### src/rtl/bgtp_pkg.sv
// ----------------------------------------------------------------------------
// bgtp_pkg: shared constants and functions for the go-to-point step
// Holds the fixed-point constants, the CORDIC arctangent table and register codes.
// ----------------------------------------------------------------------------
package bgtp_pkg;

  localparam int unsigned CordicIterDefault = 18;

  localparam logic signed [20:0] PiQ16    = 21'sd205887;
  localparam logic signed [20:0] TwoPiQ16 = 21'sd411775;
  localparam logic signed [27:0] PiQ24    = 28'sd52707179;
  localparam logic signed [27:0] HalfPiQ24 = 28'sd26353589;
  localparam logic signed [16:0] SteerLim = 17'sd34315;
  localparam logic signed [33:0] CordicKQ30 = 34'sd652032874;

  localparam logic [2:0] RegGoalX  = 3'd0;
  localparam logic [2:0] RegGoalY  = 3'd1;
  localparam logic [2:0] RegSpeed  = 3'd2;
  localparam logic [2:0] RegKp     = 3'd3;
  localparam logic [2:0] RegKd     = 3'd4;
  localparam logic [2:0] RegWheel  = 3'd5;

  localparam logic [1:0] OpAtan = 2'd0;
  localparam logic [1:0] OpRot  = 2'd1;

  function automatic logic signed [27:0] atan_step(input logic [4:0] i);
    logic signed [27:0] r;
    case (i)
      5'd0: r = 28'sd13176795;
      5'd1: r = 28'sd7778716;
      5'd2: r = 28'sd4110060;
      5'd3: r = 28'sd2086331;
      5'd4: r = 28'sd1047214;
      5'd5: r = 28'sd524117;
      5'd6: r = 28'sd262123;
      5'd7: r = 28'sd131069;
      default: r = 28'sd1 <<< (5'd24 - i);
    endcase
    return r;
  endfunction

  // floor shift toward minus infinity
  function automatic logic signed [35:0] asr36(input logic signed [35:0] v,
                                               input logic [4:0] s);
    return v >>> s;
  endfunction

endpackage

### src/rtl/bgtp_cordic.sv
// ----------------------------------------------------------------------------
// bgtp_cordic: shared iterative CORDIC
// Vectoring (atan2) or rotation (cos/sin), one iteration per cycle.
// ----------------------------------------------------------------------------
module bgtp_cordic import bgtp_pkg::*; #(
  parameter int unsigned CordicIterations = CordicIterDefault
) (
  input  logic               clk_i,
  input  logic               rst_ni,
  input  logic               start_i,
  input  logic [1:0]         op_i,
  input  logic signed [35:0] x_i,
  input  logic signed [35:0] y_i,
  input  logic signed [27:0] z_i,
  output logic               done_o,
  output logic signed [35:0] x_o,
  output logic signed [35:0] y_o,
  output logic signed [27:0] z_o
);

  localparam int unsigned IterW = 5;
  localparam logic [IterW-1:0] LastIter = IterW'(CordicIterations - 1);

  logic               busy_q, busy_d;
  logic [IterW-1:0]   it_q, it_d;
  logic [1:0]         op_q, op_d;
  logic signed [35:0] x_q, x_d, y_q, y_d;
  logic signed [27:0] z_q, z_d;
  logic               done_q, done_d;
  logic               dir;
  logic signed [35:0] xs, ys;

  always_comb begin
    xs = asr36(x_q, it_q);
    ys = asr36(y_q, it_q);
    dir = (op_q == OpAtan) ? (y_q > 0) : (z_q >= 0);
    busy_d = busy_q;
    it_d = it_q;
    op_d = op_q;
    x_d = x_q;
    y_d = y_q;
    z_d = z_q;
    done_d = 1'b0;
    if (start_i) begin
      busy_d = 1'b1;
      it_d = '0;
      op_d = op_i;
      x_d = x_i;
      y_d = y_i;
      z_d = z_i;
    end else if (busy_q) begin
      if ((op_q == OpAtan) == dir) begin
        x_d = x_q + ys;
        y_d = y_q - xs;
      end else begin
        x_d = x_q - ys;
        y_d = y_q + xs;
      end
      if (dir) z_d = (op_q == OpAtan) ? z_q + atan_step(it_q) : z_q - atan_step(it_q);
      else     z_d = (op_q == OpAtan) ? z_q - atan_step(it_q) : z_q + atan_step(it_q);
      it_d = it_q + 1'b1;
      if (it_q == LastIter) begin
        busy_d = 1'b0;
        done_d = 1'b1;
      end
    end
  end

  always_ff @(posedge clk_i or negedge rst_ni) begin
    if (!rst_ni) begin
      busy_q <= 1'b0;
      done_q <= 1'b0;
      it_q <= '0;
      op_q <= OpAtan;
    end else begin
      busy_q <= busy_d;
      done_q <= done_d;
      it_q <= it_d;
      op_q <= op_d;
    end
  end

  always_ff @(posedge clk_i) begin
    x_q <= x_d;
    y_q <= y_d;
    z_q <= z_d;
  end

  assign done_o = done_q;
  assign x_o = x_q;
  assign y_o = y_q;
  assign z_o = z_q;

endmodule

### config.mk
export PLATFORM = sky130hd
export DESIGN_NAME = bgtp_cordic
export DESIGN_NICKNAME = d
export VERILOG_FILES = /design/src/rtl/bgtp_pkg.sv /design/src/rtl/bgtp_cordic.sv
export SDC_FILE = /design/constraint.sdc
export NUM_CORES = 1
export LEC_CHECK = 0
export ABC_CLOCK_PERIOD_IN_PS = 6800
export BUFFER_PORTS_ARGS = -buffer_cell sky130_fd_sc_hd__buf_2
export CORE_MARGIN = 4
export CORE_UTILIZATION = 35
export CTS_CLUSTER_DIAMETER = 30
export DETAILED_ROUTE_END_ITERATION = 16
export PLACE_DENSITY = 0.63
export SYNTH_ARGS = -nofsm -noshare
export SYNTH_HDL_FRONTEND = slang
export SYNTH_SLANG_ARGS = --single-unit
export TNS_END_PERCENT = 30
### constraint.sdc
create_clock -name clk_i -period 6.8 [get_ports clk_i]
set_input_delay 0.34 -clock clk_i [delete_from_list [all_inputs] [get_ports clk_i]]
set_output_delay 0.34 -clock clk_i [all_outputs]
set_load 0.01 [all_outputs]
Word-level counts from Yosys, hierarchy flattened
Index checks and enable logic that the tools add are counted.

Flip-flop bits (word level): 109. Bits in read-only memories: 0. Logic and storage cells: 61. Input bits: 105. Memories: 0. Output and inout port bits: 101. Bits in writable memories: 0. Latch bits: 0.

Reduce and logical (&&, ||, !) cells: 3. Multiplexer cells: 27. Shifts and indexed selects: 3. Equality and inequality tests: 9. $add $sub $neg: 10. $lt $le $gt $ge: 2. Divide/modulo/power cells: 0. $mul: 0. Bitwise operators: 0.

Operators with widths (count): $mux 28 (11); $pmux 28 s8 (1); $mux 36 (6); $add 36x36->36 (2); $sshr 36x5->36 (2); $sub 36x36->36 (2); $add 28x28->28 (2); $sub 28x28->28 (2); $gt 36x1->1 const B (1); $ge 28x1->1 const B (1); $sshl 2x5->28 const A (1); $eq 5x3->1 const B (4); $eq 5x2->1 const B (2); $mux 5 (2); $mux 1 (7); $add 5x1->5 const B (1); $eq 5x1->1 const B (1); $eq 5x5->1 const B (1); $logic_not 5->1 (1); $sub 5x5->5 const A (1); $logic_not 2->1 (1); $reduce_bool 2->1 (1); $eq 1x1->1 (1).

Depth between registers and ports, before layout
Gate-level depths: netlist of the first run.

Depth in word-level cells: 11. Mapped depth: 28. Mapped depth without buffers: 21.

Worst setup path before layout of the first run
Ideal clock, no wire load.

Path type: register -> register. Start point: reg it_q[0]. End point: reg y_q[35], in the netlist y_o[35], data pin. Path buffers: 5. Cell stages (with the launch flop): 26. Arrival: 5.626 ns. Data required time: 6.540 ns. Setup time: 0.260 ns. Slack: 0.914 ns. Period minus slack after synthesis: 5.886 ns. Cell sequence: dfrtp_1 > buf_4 > buf_6 > buf_6 > buf_6 > buf_2 > mux2_1 > mux2i_1 > o21ai_0 > a2111oi_4 > nand4b_4 > or4_4 > or4_4 > nand2_1 > xnor2_1 > ha_1 > a21o_1 > a21o_1 > a21o_1 > a21oi_1 > o21ai_0 > nand2_1 > o211ai_1 > o41ai_1 > xnor3_1 > mux2_2.

Cells in the longest elaborated chain, start to end: 5. Elaborated cells between the ends (all ways): 6. Classes of those cells: add/sub (2); shift (1); mux (3).

Ends and longest elaborated chain: from (decl) (line bgtp_cordic.sv:25) `logic [IterW-1:0] it_q, it_d;`; from (signal assigned) (line bgtp_cordic.sv:78) `it_q <= it_d;`; $sshr 36x5->36 (*) (line bgtp_pkg.sv:45) `return v >>> s;`; $add 36x36->36 or $sub 36x36->36 (tied branches) (line bgtp_cordic.sv:57, bgtp_cordic.sv:54); $mux 36 (*) (line bgtp_cordic.sv:52) `if ((op_q == OpAtan) == dir) begin`; $mux 36 (*) (line bgtp_cordic.sv:51) `end else if (busy_q) begin`; $mux 36 (*) (line bgtp_cordic.sv:44) `if (start_i) begin`; named net y_d[35] (line bgtp_cordic.sv:27) `logic signed [35:0] x_q, x_d, y_q, y_d;`; to (signal assigned) (line bgtp_cordic.sv:85) `y_q <= y_d;`; to (decl) (line bgtp_cordic.sv:27).

The timed path passes the listed nets; every way through them passes the cells marked *. The select of a mux whose other input is x is not followed. A chain may end at the register's enable or synchronous reset.

Worst setup path in the final report of the first run
Start point: reg it_q[1]. End point: reg x_q[27], in the netlist x_o[27], data pin.

Cells in the longest elaborated chain, start to end: 5. Elaborated cells between the ends (all ways): 6. Classes of those cells: add/sub (2); shift (1); mux (3).

Ends and longest elaborated chain: $sshr 36x5->36 (*) (line bgtp_pkg.sv:45); $sub 36x36->36 or $add 36x36->36 (tied branches) (line bgtp_cordic.sv:56, bgtp_cordic.sv:53); $mux 36 (*) (line bgtp_cordic.sv:52); $mux 36 (*) (line bgtp_cordic.sv:51); $mux 36 (*) (line bgtp_cordic.sv:44); named net x_d[27] (line bgtp_cordic.sv:27); to (signal assigned) (line bgtp_cordic.sv:84) `x_q <= x_d;`; to (decl) (line bgtp_cordic.sv:27).

Marks and branches as above.

==> results of run 1 <==
==> state kept, by name, summed over array words and instances (netlist names) <==
signal / cells
x_o: 36
y_o: 36
z_o: 28
it_q: 5
op_q: 2
busy_q: 1
done_o: 1
==> worst min-delay path: cells and delay by family <==
| family | cells | cell delay [ps] |
|---|---|---|
| AND/OR/NAND/NOR | 2 | 90 |
| buffers and inverters | 1 | 80 |
==> timing repair <==
item                                    4_1_cts  5_1_grt
hold buffers                                  1        0
buffers inserted                              0        3
resized for setup                             0        9
endpoints found under the hold margin         9        0
endpoints found under the setup margin        0       17
==> cells by family after synthesis <==
kind of cell	count (synthesis)
AO/OA/AOI/OAI	716
XOR/XNOR	152
adder cells (fa/ha/maj)	136
buffers and inverters	224
flip-flops	109
multiplexers	211
AND/OR/NAND/NOR	681
==> metal layers <==
layer / wire length, um / track usage (%) / vias to the layer above
met5: 14 / 0 / -
met4: 2650 / 8.74 / 2
met3: 6560 / 5.85 / 107
met2: 35800 / 42.3 / 881
met1: 35700 / 38.3 / 9669
li1: - / - / 9072
==> path summary, 6_finish.rpt <==
path	start	end	slack, ps	cells after the start
setup reg to reg	it_q[1]	x_o[27]	260	21
hold reg to reg	op_q[0]	op_q[0]	600	1
hold / removal	x_i[32]	x_o[32]	200	3
setup / recovery	it_q[1]	x_o[27]	260	21
max in group asynchronous	rst_ni	it_q[3]	6140	2
min in group asynchronous	rst_ni	it_q[0]	390	2
==> Yosys cell counts, drive strengths merged (61+ instances only) <==
master    n  area [sq um]
nand2   227           852
mux2i    66           661
clkbuf   92           345
mux2     64           721
nor2    163           612
xnor2    90           788
ha      132          1650
a21oi   166           831
inv      80           300
xor2     61           534
mux4     81          1820
o21ai   187           936
edfxtp  100          3000
==> final cells by class <==
type	count	area (sq um)	share of cell area, %
Inverter	80	305	1.40
Tap cell	680	851	3.90
Timing Repair Buffer	426	2850	13.0
Clock buffer	11	233	1.07
Multi-Input combinational cell	1896	14300	65.5
Clock inverter	5	36.3	0.166
Sequential cell	109	3240	14.9
Antenna cell	2	5.00	0.0229
==> stage by stage <==
stage	setup WS, ps	hold slack [ps]	cells
after CTS	55.4	188	3204
after global routing	-38.0	195	3207
final	256	201	3209
after floorplan	914	44.4	2229
after detailed placement	92.8	236	3187
after global placement	66.1	240	3187
==> results.md, run 1 <==
* Post-layout nets at 2,763
* Cells along the critical path: buf_12 > mux4_2 > a222oi_1 > o221ai_2 > nor3_2 > and4_1 > nand3_1 > nor3_1 > buf_4 > a21oi_1 > xnor2_1 > ha_1 > a21oi_1 > o21ai_0 > or3_1 > or3_1 > and3_1 > o21ai_0 > nor2b_1 > xor2_1 > o21ai_0
* Worst-path clk slew at about 90 ps
* Count of final setup violators at 0
* Final slew viol count at 0
* CTS max path bufs at 2
* # rows at 83
* Final core occ at 42.2%
* Final TNS setup at 0 ps
* Clk sink count at 109
* Leading cell type in the layout, fill and taps excluded: nand2_1
* First-pass GRT wire length at 120 mm
* Adder-Cell Fraction of Synth Area at a little under a tenth
* Largest family of logic cells by synthesized area: compound AO/OA/AOI/OAI gates
* Mux share of post-synthesis cell area at between 15 and 20%
* Via count at 19,700
* Crit path kind: reg -> reg
* Post-synth ARST share at 8.26%
* Slowest stage cell, crit path: a222oi_1
* Design Area, Final at roughly 22,000 sq um
* H-tree Lvls at 3
* Routed wire length at between 80 and 90 mm
* CTS tree: done
* Simple-gate area share of the yosys netlist at 17.8%
* Number of synthesized flops with an enable pin at 100
* Clock skew at roughly 21 ps
* GRT Overall Usage at between 20 and 30%
* CP Data Arrival Time at approximately 6700 ps
* Crit-path leading delay family: simple AND/OR/NAND/NOR gates
* Period utilization at ~96%
* Avg Inst Size Synth at 8.27 sq um
* Max incr delay on CP at between 700 and 800 ps
* Die X at approximately 240 um
* Rel. slew slack at ~15%
* IO Pins at just over 200
* Root buffer cell: clkbuf_16
* Run status: finished, final reports clean
* Complex-gate fraction of the synthesized area at approximately 25%
* Layout cells sized above 1 at approximately a quarter
* Initial antenna violation count at 2
* Clk Latency, worst-skew pair at just over 400 ps
* HPWL after detailed placement at 63.8 mm
* Filler cells at around 5,300
* Most frequent cells in the layout: 227 x nand2_1, 208 x buf_4, 204 x buf_2
* Clock buffer count from CTS at 9
* Synthesized-area fraction occupied by xor and xnor cells at under 10%
* Gp weighted congestion at between 1 and 1.5
* Max FO, Critical Path at 48
* Die ar. at ~56,000 sq um
* Required @ worst endpoint at about 6900 ps
* Initial Util at 35.6%
* CP dominant cell by count: o21ai_0
* Fin crit period at between 6000 and 7000 ps
* Vias in the first global route at about 19,000
* Maximum Capacitance Violations at 0
* Core Area at 51,700 sq um
* CP Launch Type: flip-flop
* Post-route ant nets at 0
* Die height at around 240 um
* Mapped cell area at ~18,000 sq um
* Placed cell area at 21,500 sq um
* Hold Path Class: in -> reg
* Area grow syn2layout at 18.4%
* Post-Synthesis Cells at 2,229
* Wirelength per Cell at roughly 25 um
* Final hold violation count at 0
* Port Buf Inserts at roughly 200
* CP bufs+invs at 2
* Ys flop type: edfxtp_1
* Largest net degree at the start of global routing at 100
* Seq/Total Area, Yosys at ~18%
* Distinct cells, synth at between 90 and 100
* DR vias/cell at slightly above 6
* Drt first-iter violations at just under 2,000
* Grt ovf at 0
* Synth warnings at 0
* Worst-margin pin slew at 1270 ps
* Syn Nets at 2,470
* Worst Setup End Kind: flip-flop
* Drt drc at 0
* Maximum clock frequency at around 0.15 GHz
* First-pass DRT Iterations at 7
* FF+latch count, synth at 109
Power of run 1 is not shown: default switching activity piles up to over one toggle a cycle in this logic, so the estimate is an artifact.
==> run 2: changes to the inputs <==
Settings changed: ABC_CLOCK_PERIOD_IN_PS 6800 to 8400, CORE_ASPECT_RATIO set to 1.1, SLEW_MARGIN set to 10.
Clock period 6.8 ns to 8.4 ns, I/O delays scaled along.
==> run 2 against run 1 <==
  * Global-route usage decreased by 1.6 points
  * First-iteration DRC count increased by 14%
  * Flip-flop and latch count unchanged
==> results.md, run 2 (same netlist as run 1, synthesis figures left out) <==
* First-pass GRT wire length at 113 mm
* Maximum clock frequency at around 0.14 GHz
* Via count at 19,200
* Cells along the critical path: buf_12 > mux2_1 > mux4_2 > o22a_1 > a32oi_1 > or4b_1 > nor2_1 > a21oi_1 > xor2_1 > ha_1 > or2_2 > a21oi_1 > a211o_1 > o21ai_0 > a31oi_1 > o211ai_1 > o41ai_1 > xnor3_1 > mux2_2
* Ant diodes at 0
* Count of final setup violators at 0
* Reg2Reg Depth at 19
* Max incr delay on CP at 1010 ps
* Worst slack at placement at 1370 ps
* Largest net degree at the start of global routing at a little over 80
* Post-layout nets at 2,581
* H-tree Lvls at 3
* Run status: finished, final reports clean
* First-pass DRT Iterations at 6
* Worst-path clk slew at roughly 90 ps
* Leading cell type in the layout, fill and taps excluded: nand2_1
* CTS max path bufs at 2
* RSZ-0062 raised after global routing: no
* Worst r2r dst: y_o[35]
* Post-route ant nets at 0
* Worst Setup End Kind: flip-flop
* Wirelength per Cell at approximately 25 um
* Max FO, Critical Path at 51
* Initial Util at a little over a third
* CP Data Arrival Time at 7280 ps
* IO Pins at slightly above 200
* Routed wire length at 75.8 mm
* Clock buffer count from CTS at 9
* HPWL after detailed placement at between 50 and 60 mm
* DR vias/cell at 6.38
* Drt drc at 0
* Die height at approximately 250 um
* WHS Endpoint: z_o[17]
* Setup ws final at 1290 ps
* Required @ worst endpoint at between 8000 and 9000 ps
* Clk Latency, worst-skew pair at approximately 420 ps
* Crit path kind: reg -> reg
* Rel. slew slack at roughly 36%
* Slowest stage cell, crit path: dfrtp_4
* Clock skew at 16.1 ps
* Crit-path leading delay family: compound AO/OA/AOI/OAI gates
* Core Area at 51,700 sq um
* Final TNS setup at 0 ps
* Worst r2r src: it_q[0]
* GRT Overall Usage at about a quarter
* Final slew viol count at 0
* Min-Delay Startpoint: z_i[17]
* Design Area, Final at 20,300 sq um
* Grt ovf at 0
* Final hold violation count at 0
* Clk sink count at between 100 and 150
* Vias in the first global route at approximately 19,000
* Gp weighted congestion at between 1 and 1.5
* Root buffer cell: clkbuf_16
* CP dominant cell by count: a21oi_1
* Fin crit period at just over 7000 ps
* Initial antenna violation count at 0
* CTS tree: done
* Worst-margin pin slew at between 900 and 1000 ps
* Most frequent cells in the layout: 227 x nand2_1, 204 x buf_2, 178 x o21ai_0
* Maximum Capacitance Violations at 0
* Period utilization at 84.6%
* Port Buf Inserts at just over 200
* Hold Path Class: in -> reg
* CP bufs+invs at 1
* Die X at approximately 230 um
* Die ar. at roughly 56,000 sq um
* R2r setup slk at about 1300 ps
* Drt first-iter violations at around 2,300
* Placed cell area at between 20,000 and 25,000 sq um
* # rows at 87
* Area grow syn2layout at 10.3%
* Hold depth at 3
* CP Launch Type: flip-flop
* Layout cells sized above 1 at approximately a fifth
run 2: cell types whose count changed in the layout (fill, tap and decap cells not counted), moves of 2 or more:
cell / change
buf_4: -172
diode_2: -2
bufinv_16: +2
buf_12: -7
clkbuf_1: -2
run 2: worst reg2reg max path: stages (launching register included):
cell and delay, ps:
dfrtp_4 1010, buf_12 400, mux2_1 440, mux4_2 520
o22a_1 250, a32oi_1 210, or4b_1 560, nor2_1 270
a21oi_1 130, xor2_1 180, ha_1 320, or2_2 320
a21oi_1 190, a211o_1 180, o21ai_0 190, a31oi_1 470
o211ai_1 230, o41ai_1 300, xnor3_1 440, mux2_2 260
run 2: cell type report:
| class | instances | area (sq um) |
|---|---|---|
| clock buffer | 9 | 225 |
| fill | 5245 | 31400 |
| sequential | 109 | 3240 |
| tap | 667 | 835 |
| inverter | 80 | 303 |
| clock inverter | 7 | 96.3 |
| multi-input combinational | 1896 | 14300 |
| timing repair buffer | 244 | 1350 |
run 2: per-layer routing:
metal / GRT usage (%) / vias up / part of all wire (%)
li1: - / 8690 / -
met1: 32.0 / 9346 / 40
met2: 42.7 / 981 / 47
met3: 4.12 / 210 / 7.2
met4: 13.7 / 0 / 5.8
met5: 0 / - / 0
run 2: through the flow:
stage	util [%]	hold WS, ps	cells
after floorplan	-	124	2229
after global placement	38.7	314	2995
after detailed placement	38.7	318	2995
after CTS	39.3	255	3012
after global routing	39.3	281	3012
final	39.3	277	3012
run 2: worst max-delay path by stage:
stage / startpoint / to / cells past startpoint
after floorplan: it_q[0] / y_o[35] / 25
after global placement: it_q[0] / y_o[35] / 19
after detailed placement: it_q[0] / y_o[35] / 19
after CTS: it_q[0] / y_o[35] / 19
after global routing: it_q[0] / y_o[35] / 19
final: it_q[0] / y_o[35] / 19
run 2: timing repair:
| item | CTS | global route |
|---|---|---|
| gates resized for setup | 0 | 0 |
| hold buffers | 1 | 0 |
| setup buffers | 0 | 0 |
| hold endpoints to repair | 9 | 0 |
Power of run 2 is left out for the same reason.
