--- src/rtl/bgtp_div.sv ---
// ----------------------------------------------------------------------------
// bgtp_div: serial restoring divider
// Unsigned magnitude quotient, one bit per cycle.
// ----------------------------------------------------------------------------
module bgtp_div (
  input  logic        clk_i,
  input  logic        rst_ni,
  input  logic        start_i,
  input  logic [63:0] num_i,
  input  logic [35:0] den_i,
  output logic        done_o,
  output logic [63:0] quo_o
);

  logic        busy_q;
  logic [6:0]  cnt_q;
  logic [63:0] q_q;
  logic [36:0] r_q;
  logic [35:0] d_q;
  logic        done_q;
  logic [36:0] r_sh;
  logic [37:0] diff;

  assign r_sh = {r_q[35:0], q_q[63]};
  assign diff = {1'b0, r_sh} - {2'b0, d_q};

  always_ff @(posedge clk_i or negedge rst_ni) begin
    if (!rst_ni) begin
      busy_q <= 1'b0;
      done_q <= 1'b0;
      cnt_q <= '0;
    end else begin
      done_q <= 1'b0;
      if (start_i) begin
        busy_q <= 1'b1;
        cnt_q <= '0;
      end else if (busy_q) begin
        cnt_q <= cnt_q + 1'b1;
        if (cnt_q == 7'd63) begin
          busy_q <= 1'b0;
          done_q <= 1'b1;
        end
      end
    end
  end

  always_ff @(posedge clk_i) begin
    if (start_i) begin
      q_q <= num_i;
      r_q <= '0;
      d_q <= den_i;
    end else if (busy_q) begin
      if (!diff[37]) begin
        r_q <= diff[36:0];
        q_q <= {q_q[62:0], 1'b1};
      end else begin
        r_q <= r_sh;
        q_q <= {q_q[62:0], 1'b0};
      end
    end
  end

  assign done_o = done_q;
  assign quo_o = q_q;

endmodule

--- config.mk ---
export PLATFORM = sky130hd
export DESIGN_NAME = bgtp_div
export DESIGN_NICKNAME = d
export VERILOG_FILES = /design/src/rtl/bgtp_div.sv
export SDC_FILE = /design/constraint.sdc
export NUM_CORES = 1
export LEC_CHECK = 0
export ABC_AREA = 1
export BUFFER_PORTS_ARGS = -buffer_cell sky130_fd_sc_hd__buf_2
export CORE_UTILIZATION = 60
export CTS_BUF_LIST = sky130_fd_sc_hd__clkbuf_16
export DETAILED_ROUTE_END_ITERATION = 10
export PLACE_DENSITY = 0.85
export SKIP_LAST_GASP = 1
export SLEW_MARGIN = 20
export SYNTH_ARGS = -nofsm -noshare
export SYNTH_HDL_FRONTEND = slang
export SYNTH_SLANG_ARGS = --single-unit
--- constraint.sdc ---
create_clock -name clk_i -period 8.5 [get_ports clk_i]
set_clock_uncertainty 0.05 [all_clocks]
set_input_delay 0.425 -clock clk_i [delete_from_list [all_inputs] [get_ports clk_i]]
set_output_delay 0.425 -clock clk_i [all_outputs]
set_load 0.005 [all_outputs]
* Word level (Yosys, flattened, before mapping) *
Cells that the tools add are included.

word-level totals
  logic and storage cells = 22
  output and inout bits = 65
  register bits after elaboration = 145
  input port bits = 103

cells by class
  add/sub/neg operators = 2
  equality and inequality tests = 1
  multiplexer cells = 12
  reductions and logical operators = 1

operator list
  kind                   count
  $mux W64               2
  $sub A37 B36 Y38       1
  $mux W36               1
  $mux W7                2
  $add A7 B1 Y7 const B  1
  $eq A7 B6 Y1 const B   1
  $mux W1                7
  $reduce_bool A2 Y1     1

* Depth between registers and ports, before layout *
Gate-level depths: netlist of the first run.

  word-level depth = 4
  gate-level depth with buffers = 17
  depth with buffers taken out = 16

* Least setup slack after synthesis of the first run *
Ideal clock, no wire load.

  path type = input to register
  from = input port start_i
  to = register q_q[0], in the netlist quo_o[0] (enable)
  data arrival time = 2.759 ns
  path slack = 5.239 ns
  path buffers = 2
  required time = 7.997 ns
  library setup time = 0.453 ns
  stages = 4
  path through = clkbuf_1 nor2_1 inv_1 clkbuf_1

on the way
  cells in the longest elaborated chain, start to end = 1

ends and longest elaborated chain
  item                                 RTL line  source
  from (decl)                          8         input logic start_i,
  $reduce_bool A2 Y1 (no source line)  --
  to (signal assigned)                 49        q_q <= num_i;
  to (signal assigned)                 55        q_q <= {q_q[62:0], 1'b1};
  to (signal assigned)                 58        q_q <= {q_q[62:0], 1'b0};
  to (decl)                            17        logic [63:0] q_q;

Every way passes these cells.
A chain may end at the register's enable or synchronous reset.

* Worst setup path after layout of the first run *
  from = register d_q[3]
  to = register r_q[20]

on the way
  cells in the longest elaborated chain, start to end = 2

ends and longest elaborated chain
  item                    RTL line  source
  from (decl)             19        logic [35:0] d_q;
  from (signal assigned)  51        d_q <= den_i;
  $sub A37 B36 Y38        25        assign diff = {1'b0, r_sh} - {2'b0, d_q};
  $mux W36                53        if (!diff[37]) begin
  to (signal assigned)    54        r_q <= diff[36:0];
  to (signal assigned)    57        r_q <= r_sh;
  to (decl)               18        logic [36:0] r_q;

Every way passes these cells.

==> results of run 1 <==
## where the power goes
group,total [uW],internal [uW],switching (uW)
logic,1390,501,892
clock network,780,466,314
registers,964,887,77.3
total,3140,1850,1280
## flip-flops by register name (all words and copies together), names as in the netlist
register	cells
quo_o	64
d_q	36
r_q	36
cnt_q	7
busy_q	1
done_o	1
## per-stage QoR
stage / hold slack (ns) / power (uW) / instance area, um^2
finish: 0.118 / 3140 / 10400
global placement: 0.235 / 2300 / 9820
CTS: 0.106 / 3130 / 10400
detailed placement: 0.244 / 2330 / 9820
global route: 0.103 / 3370 / 10400
floorplan: 0.0794 / 2020 / 8860
## area by class of cell
| type | count | area, um^2 |
|---|---|---|
| clock buffers | 17 | 425 |
| clock inverters | 15 | 181 |
| fillers | 1160 | 4050 |
| inverters | 205 | 769 |
| multi-input cells | 842 | 3990 |
| flip-flops and latches | 145 | 3950 |
| well taps | 184 | 230 |
| repair buffers | 173 | 886 |
## cells in the final DEF, fill, tap and decap left out, types with 2 or more instances in the layout
master                      Yosys  layout
sky130_fd_sc_hd__o21ai_0       26      26
sky130_fd_sc_hd__a21oi_1       26      26
sky130_fd_sc_hd__ha_1          37      37
sky130_fd_sc_hd__clkinv_4       0       3
sky130_fd_sc_hd__nand4_1        7       7
sky130_fd_sc_hd__nor2_2         2       2
sky130_fd_sc_hd__inv_2          2       3
sky130_fd_sc_hd__nor3_1         7       7
sky130_fd_sc_hd__xnor2_1       11      11
sky130_fd_sc_hd__inv_6          0       3
sky130_fd_sc_hd__o21ai_1        5       5
sky130_fd_sc_hd__clkinv_1       0       2
sky130_fd_sc_hd__nand2_1      506     506
sky130_fd_sc_hd__dfrtp_1        9       9
sky130_fd_sc_hd__buf_4          2       6
sky130_fd_sc_hd__or2_2          2       2
sky130_fd_sc_hd__and2_1         5       5
sky130_fd_sc_hd__a21boi_0       2       2
sky130_fd_sc_hd__edfxtp_1     100     100
sky130_fd_sc_hd__a21oi_2        2       2
sky130_fd_sc_hd__inv_1        203     203
sky130_fd_sc_hd__bufinv_16      0       3
sky130_fd_sc_hd__buf_2          2     166
sky130_fd_sc_hd__o21bai_1       3       3
sky130_fd_sc_hd__clkbuf_16      0      17
sky130_fd_sc_hd__dfxtp_1       36      36
sky130_fd_sc_hd__nand3b_1      17      17
sky130_fd_sc_hd__nor2_1        68      67
sky130_fd_sc_hd__nand2_2        5       5
sky130_fd_sc_hd__inv_8          0       2
sky130_fd_sc_hd__nand3_1       96      96
sky130_fd_sc_hd__xor2_1         4       4
## metal layers
| layer | track usage | up-vias | routed length (um) |
|---|---|---|---|
| met5 | 0 | - | 0 |
| met4 | 0.141 | 0 | 687 |
| met3 | 0.0789 | 55 | 1820 |
| met2 | 0.529 | 335 | 10900 |
| met1 | 0.407 | 3827 | 9670 |
| li1 | - | 4137 | - |
## repair_timing
item	4_1_cts	5_1_grt
hold buffers	1	0
hold endpoints to repair	9	0
endpoints found under the setup margin	0	0
## how the worst max path moves through the flow
stage | end | slack [ns]
after floorplan | quo_o[0] | 5.24
after global placement | r_q[20] | 5.98
after detailed placement | r_q[20] | 5.89
after CTS | r_q[20] | 5.86
after global routing | r_q[0] | 5.60
final | r_q[20] | 5.83
## kinds of logic after synthesis
family                     after synthesis
adders and majority gates               38
DFF                                    145
AOI/OAI and AO/OA                       67
and+or+nand+nor                        722
xor gates and xnor gates                15
buffers and inverters                  235
==> out/results.env, run 1 <==
STATUS='complete, no violations'
DRT_PASS1_ITERATIONS=5
DIEHEIGHT_UM=124
POSTSYNTHREGISTERBITS=145
DIE_AREA_UM2=15300
SYNTH_TOP_FAMILY_BY_AREA='simple AND/OR/NAND/NOR gates'
DIE-WIDTH_UM=124
HOLD_PATH_CLASS='in -> reg'
SYN_NETS=1363
POST_DRT_VIA_CELL_RATIO=5.28
SETUP_TNS_NS=0
TIMING.FINAL.HOLD_VIOLATIONS=0
POST_DETAILED_ROUTE_DRC_MARKER_COUNT=0
UTILIZATION=0.721
SYNTH_CELL_TYPE_COUNT=40
CP_NUM_CELLS=13
CTS_INSERTED_BUFFERS=17
MAX_FREQ_GHz=0.375
YS_TOP_CELLS_BY_COUNT='506 x sky130_fd_sc_hd__nand2_1, 203 x sky130_fd_sc_hd__inv_1, 100 x sky130_fd_sc_hd__edfxtp_1, 96 x sky130_fd_sc_hd__nand3_1, 68 x sky130_fd_sc_hd__nor2_1'
CTS_TREE='yes'
YOSYSSEQAREASHARE=0.446
VIAS=8354
SYNTH-MAIN-FF-CELL='sky130_fd_sc_hd__edfxtp_1'
REPORT.FINAL.SLEW_VIOL_COUNT=0
RRSETUPSLACK_NS=5.83
TIMING_WORST_SLEW_PIN_VALUE_NS=0.976
PATH_DELAY_FAMILY='simple AND/OR/NAND/NOR gates'
GRT_ANTENNA_BEFORE_REPAIR=0
HTREEDEPTH=4
DETAILEDROUTE.FIRSTITERATIONVIOLATIONS=763
REPORTED_MAX_CAP_VIOLATION_COUNT=0
TIMING.CRITICAL_PATH.FROM_TYPE='flop'
FRACTION_OF_SYNTHESIZED_AREA_IN_MULTIPLEXERS=0
GRT_FIRST_PASS_WIRELENGTH_MM=37.5
YOSYS.CELL_COUNT.TOP_TYPE='sky130_fd_sc_hd__nand2_1'
GRT_OVERFLOW=0
WORSTSKEWPAIRLATENCY_NS=0.43
POST_CTS_RESIZE_COUNT=0
VDD.IR_DROP.WORST_V=0.000163
SETUP_VIOL_COUNT_FINAL=0
STARTING_DENSITY_OF_THE_CORE=0.612
ASYNC_RESET_FF_FRAC=0.0621
SYNTH_XOR_XNOR_AREA_SHARE=0.0148
REG2REG_DEPTH=13
LAYOUT_WORST_PATH_CYCLE_SHARE=0.314
NETLIST.AREA_LEADER.SHARE=0.339
FINAL_CRITICAL_DELAY_INCLUDING_SETUP_AND_EXTERNAL_DELAYS_NS=2.67
CP-END-KIND='flop'
CTS.ROOT.BUFFER_CELL='sky130_fd_sc_hd__clkbuf_16'
PATH_MAX_FANOUT=37
MAPPEDNETLISTAREA_UM2=8860
GRT_SETUP_UNREPAIRED='false'
NUM_ROWS=44
SYNTH_ADDER_AREA_SHARE=0.0545
FIRST_GLOBAL_VIAS=8066
PIN_COUNT=168
PLACED_CELLS=1548
SYNTH.TOP_CELLS.BY_AREA='sky130_fd_sc_hd__edfxtp_1 34%, sky130_fd_sc_hd__nand2_1 21%, sky130_fd_sc_hd__inv_1 8.6%'
SYNTH_EDF_COUNT=100
DRT-TOTAL-WL_MM=23.1
INSTANCES_NO_FILL=1581
SYNTH_TOP_AREA_CELL='sky130_fd_sc_hd__edfxtp_1'
TIMING.HOLD.WORST_ENDPOINT='d_q[10]'
PATH_CLASS='reg -> reg'
SLOWEST_STAGE_DELAY_CP_NS=0.43
PLACEMENT.IO_BUFFERS=167
GRT_START_MAX_NET_PINS=80
POWER_LEAKAGE_uW=0.00570
MAX_SLEW_MARGIN=0.349
DETAILEDPLACE.WORSTSLACK_NS=5.89
PWR_DENSITY_CELL_nW_PER_UM2=301
FINAL_LAYOUT_SIZE_SUFFIX_GT1_FRAC=0.159
CLKSINKCOUNT=145
HOLD_PATH_STARTPOINT='den_i[10]'
ARRIVAL_NS=2.97
SYN2LAYOUT_AREA_GROWTH_PCT=17.7
CLOCKBUFFERDEPTH=2
R2R-START='d_q[3]'
REQUIRED_NS=8.80
CORE_AREA_UM2=14500
AVGSYNTHCELLAREA_UM2=7.25
DETAILED_PLACE_HPWL_MM=16.7
ANTENNA_VIOLATING_NETS_LEFT=0
TIMING.CRITICAL_PATH.SLOWEST_STAGE_CELL='sky130_fd_sc_hd__nand2_4'
SYNTH_COMPOUND_GATE_AREA_SHARE=0.0418
POSTSYNTHCELLCOUNT=1222
CRIT_START='d_q[3]'
DESTINATION_OF_THE_WORST_REGISTER_TO_REGISTER_TIMING_PATH='r_q[20]'
GLOBALPLACE.CONGESTION=1.02
POSTCTSSETUPREPAIRBUFS=0
SIMPLE_GATE_FRACTION_OF_SYNTH_AREA=0.339
CLKTRANSATPATHREGS_NS=0.07
GRTUSAGETOTAL=0.324
DIODES=0
FIN_NETS=1525
CP.BUFFERS_INVERTERS=2
YOSYSWARNINGS=0
SEQUENCE_OF_CELLS_ON_THE_CRITICAL_PATH='inv_1 > ha_1 > nand2_1 > inv_1 > nand2_1 > nand3_1 > nand2_1 > nand3_2 > nand2_4 > nand2_8 > nand2_1 > nand2_1 > o21ai_0'
WIRE_PER_INST_UM=14.6
MIN_PATH_CELLS=1
LAYOUT_SETUP_WS_NS=5.83
CRIT_TOP_CELL='sky130_fd_sc_hd__nand2_1'
No activity file was read; power rests on OpenSTA's default activity.
==> run 2: changes to the inputs <==
--- a/config.mk
+++ b/config.mk
@@ -7,10 +7,10 @@
 export LEC_CHECK = 0
 export ABC_AREA = 1
 export BUFFER_PORTS_ARGS = -buffer_cell sky130_fd_sc_hd__buf_2
-export CORE_UTILIZATION = 60
+export CORE_UTILIZATION = 51
 export CTS_BUF_LIST = sky130_fd_sc_hd__clkbuf_16
 export DETAILED_ROUTE_END_ITERATION = 10
-export PLACE_DENSITY = 0.85
+export PLACE_DENSITY = 0.77
 export SKIP_LAST_GASP = 1
 export SLEW_MARGIN = 20
 export SYNTH_ARGS = -nofsm -noshare
==> constraint.sdc (replaced) <==
create_clock -name clk_i -period 2.33 [get_ports clk_i]
set_clock_uncertainty 0.05 [all_clocks]
set_input_delay 0.1165 -clock clk_i [delete_from_list [all_inputs] [get_ports clk_i]]
set_output_delay 0.1165 -clock clk_i [all_outputs]
set_load 0.005 [all_outputs]
==> run 2 against run 1 <==
Hold slack lost 0.079 ns. Core utilization shrank 0.22 points. Sequential cell count is the same. Fmax grew 20%. Worst setup slack lost 5.7 ns. Critical path depth grew 2. Non-clock buffer count grew 131. Combinational power grew to 4.4 times the previous value. First-iteration DRC count grew 3.7%. Largest power group unchanged. Highest routed layer unchanged.
==> out/results.env, run 2 (synthesized netlist as in run 1, its figures left out) <==
GLOBALPLACE.CONGESTION=0.999
LARGEST_REGISTER_FF_COUNT=64
MAX_SLEW_MARGIN=0.705
REPORTED_MAX_CAP_VIOLATION_COUNT=0
DETAILEDROUTE.FIRSTITERATIONVIOLATIONS=791
GRT_OVERFLOW=0
VDD.IR_DROP.WORST_V=0.000662
GRT_FIRST_PASS_WIRELENGTH_MM=44.8
DRT_PASS1_ITERATIONS=5
PATH_MAX_FANOUT=16
CTS.ROOT.BUFFER_CELL='sky130_fd_sc_hd__clkbuf_16'
DIE-WIDTH_UM=134
ANTENNA_VIOLATING_NETS_LEFT=0
REQUIRED_NS=2.64
VIAS=9008
PIN_COUNT=168
CLKTRANSATPATHREGS_NS=0.07
RRSETUPSLACK_NS=0.11
POWER_LEAKAGE_uW=0.00630
CP-END-KIND='flop'
WORSTSKEWPAIRLATENCY_NS=0.44
POST-ROUTE-CELL-AREA_UM2=12000
HTREEDEPTH=4
PLACEMENT.IO_BUFFERS=167
REPORT.FINAL.SLEW_VIOL_COUNT=0
WIRE_PER_INST_UM=16.0
MAX_FREQ_GHz=0.450
POST_DETAILED_ROUTE_DRC_MARKER_COUNT=0
TIMING.CRITICAL_PATH.SLOWEST_STAGE_CELL='sky130_fd_sc_hd__edfxtp_1'
SEQUENCE_OF_CELLS_ON_THE_CRITICAL_PATH='inv_1 > ha_2 > nand2_1 > nand2_2 > a21oi_2 > inv_1 > nand2_1 > nand2_2 > a21oi_4 > buf_12 > nand2_8 > buf_12 > nand2_1 > nand3_1 > o21ai_1'
DIODES=0
DETAILED_PLACE_HPWL_MM=18.4
CORE_AREA_UM2=16800
HOLD_PATH_CLASS='in -> async'
POST_DP_CELL_AREA_UM2=10100
STARTING_DENSITY_OF_THE_CORE=0.529
REG2REG_DEPTH=15
DIE_AREA_UM2=17900
SYN2LAYOUT_AREA_GROWTH_PCT=35.8
CLOCKBUFFERDEPTH=2
SLOWEST_STAGE_DELAY_CP_NS=0.35
WHS_NS=0.0389
PATH_DELAY_FAMILY='simple AND/OR/NAND/NOR gates'
LAYOUT.CELLS.MOST_COMMON_LIST='500 x sky130_fd_sc_hd__nand2_1, 203 x sky130_fd_sc_hd__inv_1, 166 x sky130_fd_sc_hd__buf_2'
LAYOUT_WORST_PATH_CYCLE_SHARE=0.953
PLACED_CELLS=1611
GRT_ANTENNA_BEFORE_REPAIR=0
STATUS='complete, no violations'
CTS_TREE='yes'
FINAL_LAYOUT_SIZE_SUFFIX_GT1_FRAC=0.189
CLKSINKCOUNT=145
TIMING_WORST_SLEW_PIN_VALUE_NS=0.442
CRIT_TOP_CELL='sky130_fd_sc_hd__nand2_1'
TIMING.FINAL.HOLD_VIOLATIONS=0
SETUP_VIOL_COUNT_FINAL=0
FIN_NETS=1656
SETUP_TNS_NS=0
DRT-TOTAL-WL_MM=27.9
FINAL_CRITICAL_DELAY_INCLUDING_SETUP_AND_EXTERNAL_DELAYS_NS=2.22
ARRIVAL_NS=2.53
FINAL_COMMON_CELL='sky130_fd_sc_hd__nand2_1'
DIEHEIGHT_UM=134
FIRST_GLOBAL_VIAS=8933
CTS_INSERTED_BUFFERS=17
INSTANCES_NO_FILL=1748
PWR_DENSITY_CELL_nW_PER_UM2=1030
NUM_ROWS=47
TIMING.CRITICAL_PATH.FROM_TYPE='flop'
CP.BUFFERS_INVERTERS=4
R2R-START='d_q[22]'
POST_DRT_VIA_CELL_RATIO=5.15
DESTINATION_OF_THE_WORST_REGISTER_TO_REGISTER_TIMING_PATH='r_q[14]'
PATH_CLASS='reg -> reg'
GRTUSAGETOTAL=0.323
GRT_START_MAX_NET_PINS=74
[run 2: changes by cell type in the layout (fill, tap and decap cells not counted), moves of 4 or more]
cell                            previous run  this run
sky130_fd_sc_hd__nor2_2                    2         9
sky130_fd_sc_hd__dlygate4sd3_1             1       101
sky130_fd_sc_hd__nand2_2                   5         9
sky130_fd_sc_hd__nand2_1                 506       500
sky130_fd_sc_hd__clkinvlp_4                0         4
sky130_fd_sc_hd__buf_4                     6        27
sky130_fd_sc_hd__ha_1                     37        20
sky130_fd_sc_hd__nor2_1                   67        61
sky130_fd_sc_hd__ha_4                      0        14
sky130_fd_sc_hd__buf_12                    0         8
[run 2: through the flow]
step,worst slack [ns],util,total power (uW)
2_1_floorplan,0.295,-,7360
3_3_place_gp,0.0704,0.605,8990
3_5_place_dp,0.0410,0.605,9020
4_1_cts,0.0180,0.700,11900
5_1_grt,-0.0209,0.718,13300
6_report,0.109,0.718,12400
[run 2: layer usage]
metal | share of wire | track usage | wire, um
met1 | 0.41 | 0.393 | 11500
met2 | 0.48 | 0.552 | 13400
met3 | 0.073 | 0.0642 | 2030
met4 | 0.035 | 0.146 | 968
met5 | 0 | 0 | 0
[run 2: power by group]
part | total [uW] | switching [uW] | leakage (uW) | internal [uW]
sequential | 3590 | 358 | 0.00147 | 3230
combinational | 6110 | 3540 | 0.00456 | 2570
clock | 2720 | 1220 | 0.000277 | 1500
[run 2: worst reg2reg max path, cell delays in order (launching register included)]
cell	delay (ns)
sky130_fd_sc_hd__edfxtp_1	0.35
sky130_fd_sc_hd__inv_1	0.06
sky130_fd_sc_hd__ha_2	0.30
sky130_fd_sc_hd__nand2_1	0.09
sky130_fd_sc_hd__nand2_2	0.08
sky130_fd_sc_hd__a21oi_2	0.15
sky130_fd_sc_hd__inv_1	0.05
sky130_fd_sc_hd__nand2_1	0.06
sky130_fd_sc_hd__nand2_2	0.08
sky130_fd_sc_hd__a21oi_4	0.20
sky130_fd_sc_hd__buf_12	0.15
sky130_fd_sc_hd__nand2_8	0.08
sky130_fd_sc_hd__buf_12	0.16
sky130_fd_sc_hd__nand2_1	0.09
sky130_fd_sc_hd__nand3_1	0.07
sky130_fd_sc_hd__o21ai_1	0.11
[run 2: final cells by class]
type / instances / area, um^2
Clock inverter: 15 / 154
Sequential cell: 145 / 3950
Clock buffer: 17 / 425
Timing Repair Buffer: 304 / 2230
Multi-Input combinational cell: 842 / 4240
Tap cell: 220 / 275
Inverter: 205 / 769
Fill cell: 1264 / 4720
[run 2: how the worst max path moves through the flow]
stage,start,to,slack (ns),cells after the start
floorplan,busy_q,quo_o[0],0.30,3
detailed placement,r_q[29],r_q[14],0.04,10
finish,d_q[22],r_q[14],0.11,15
global placement,d_q[32],r_q[27],0.07,13
CTS,d_q[15],r_q[14],0.02,15
global route,d_q[23],r_q[8],-0.02,13
[run 2: what timing repair did]
item	4_1_cts	5_1_grt
endpoints found under the setup margin	0	37
hold endpoints to repair	109	0
hold buffers	101	0
buffers inserted	0	4
resized for setup	0	50
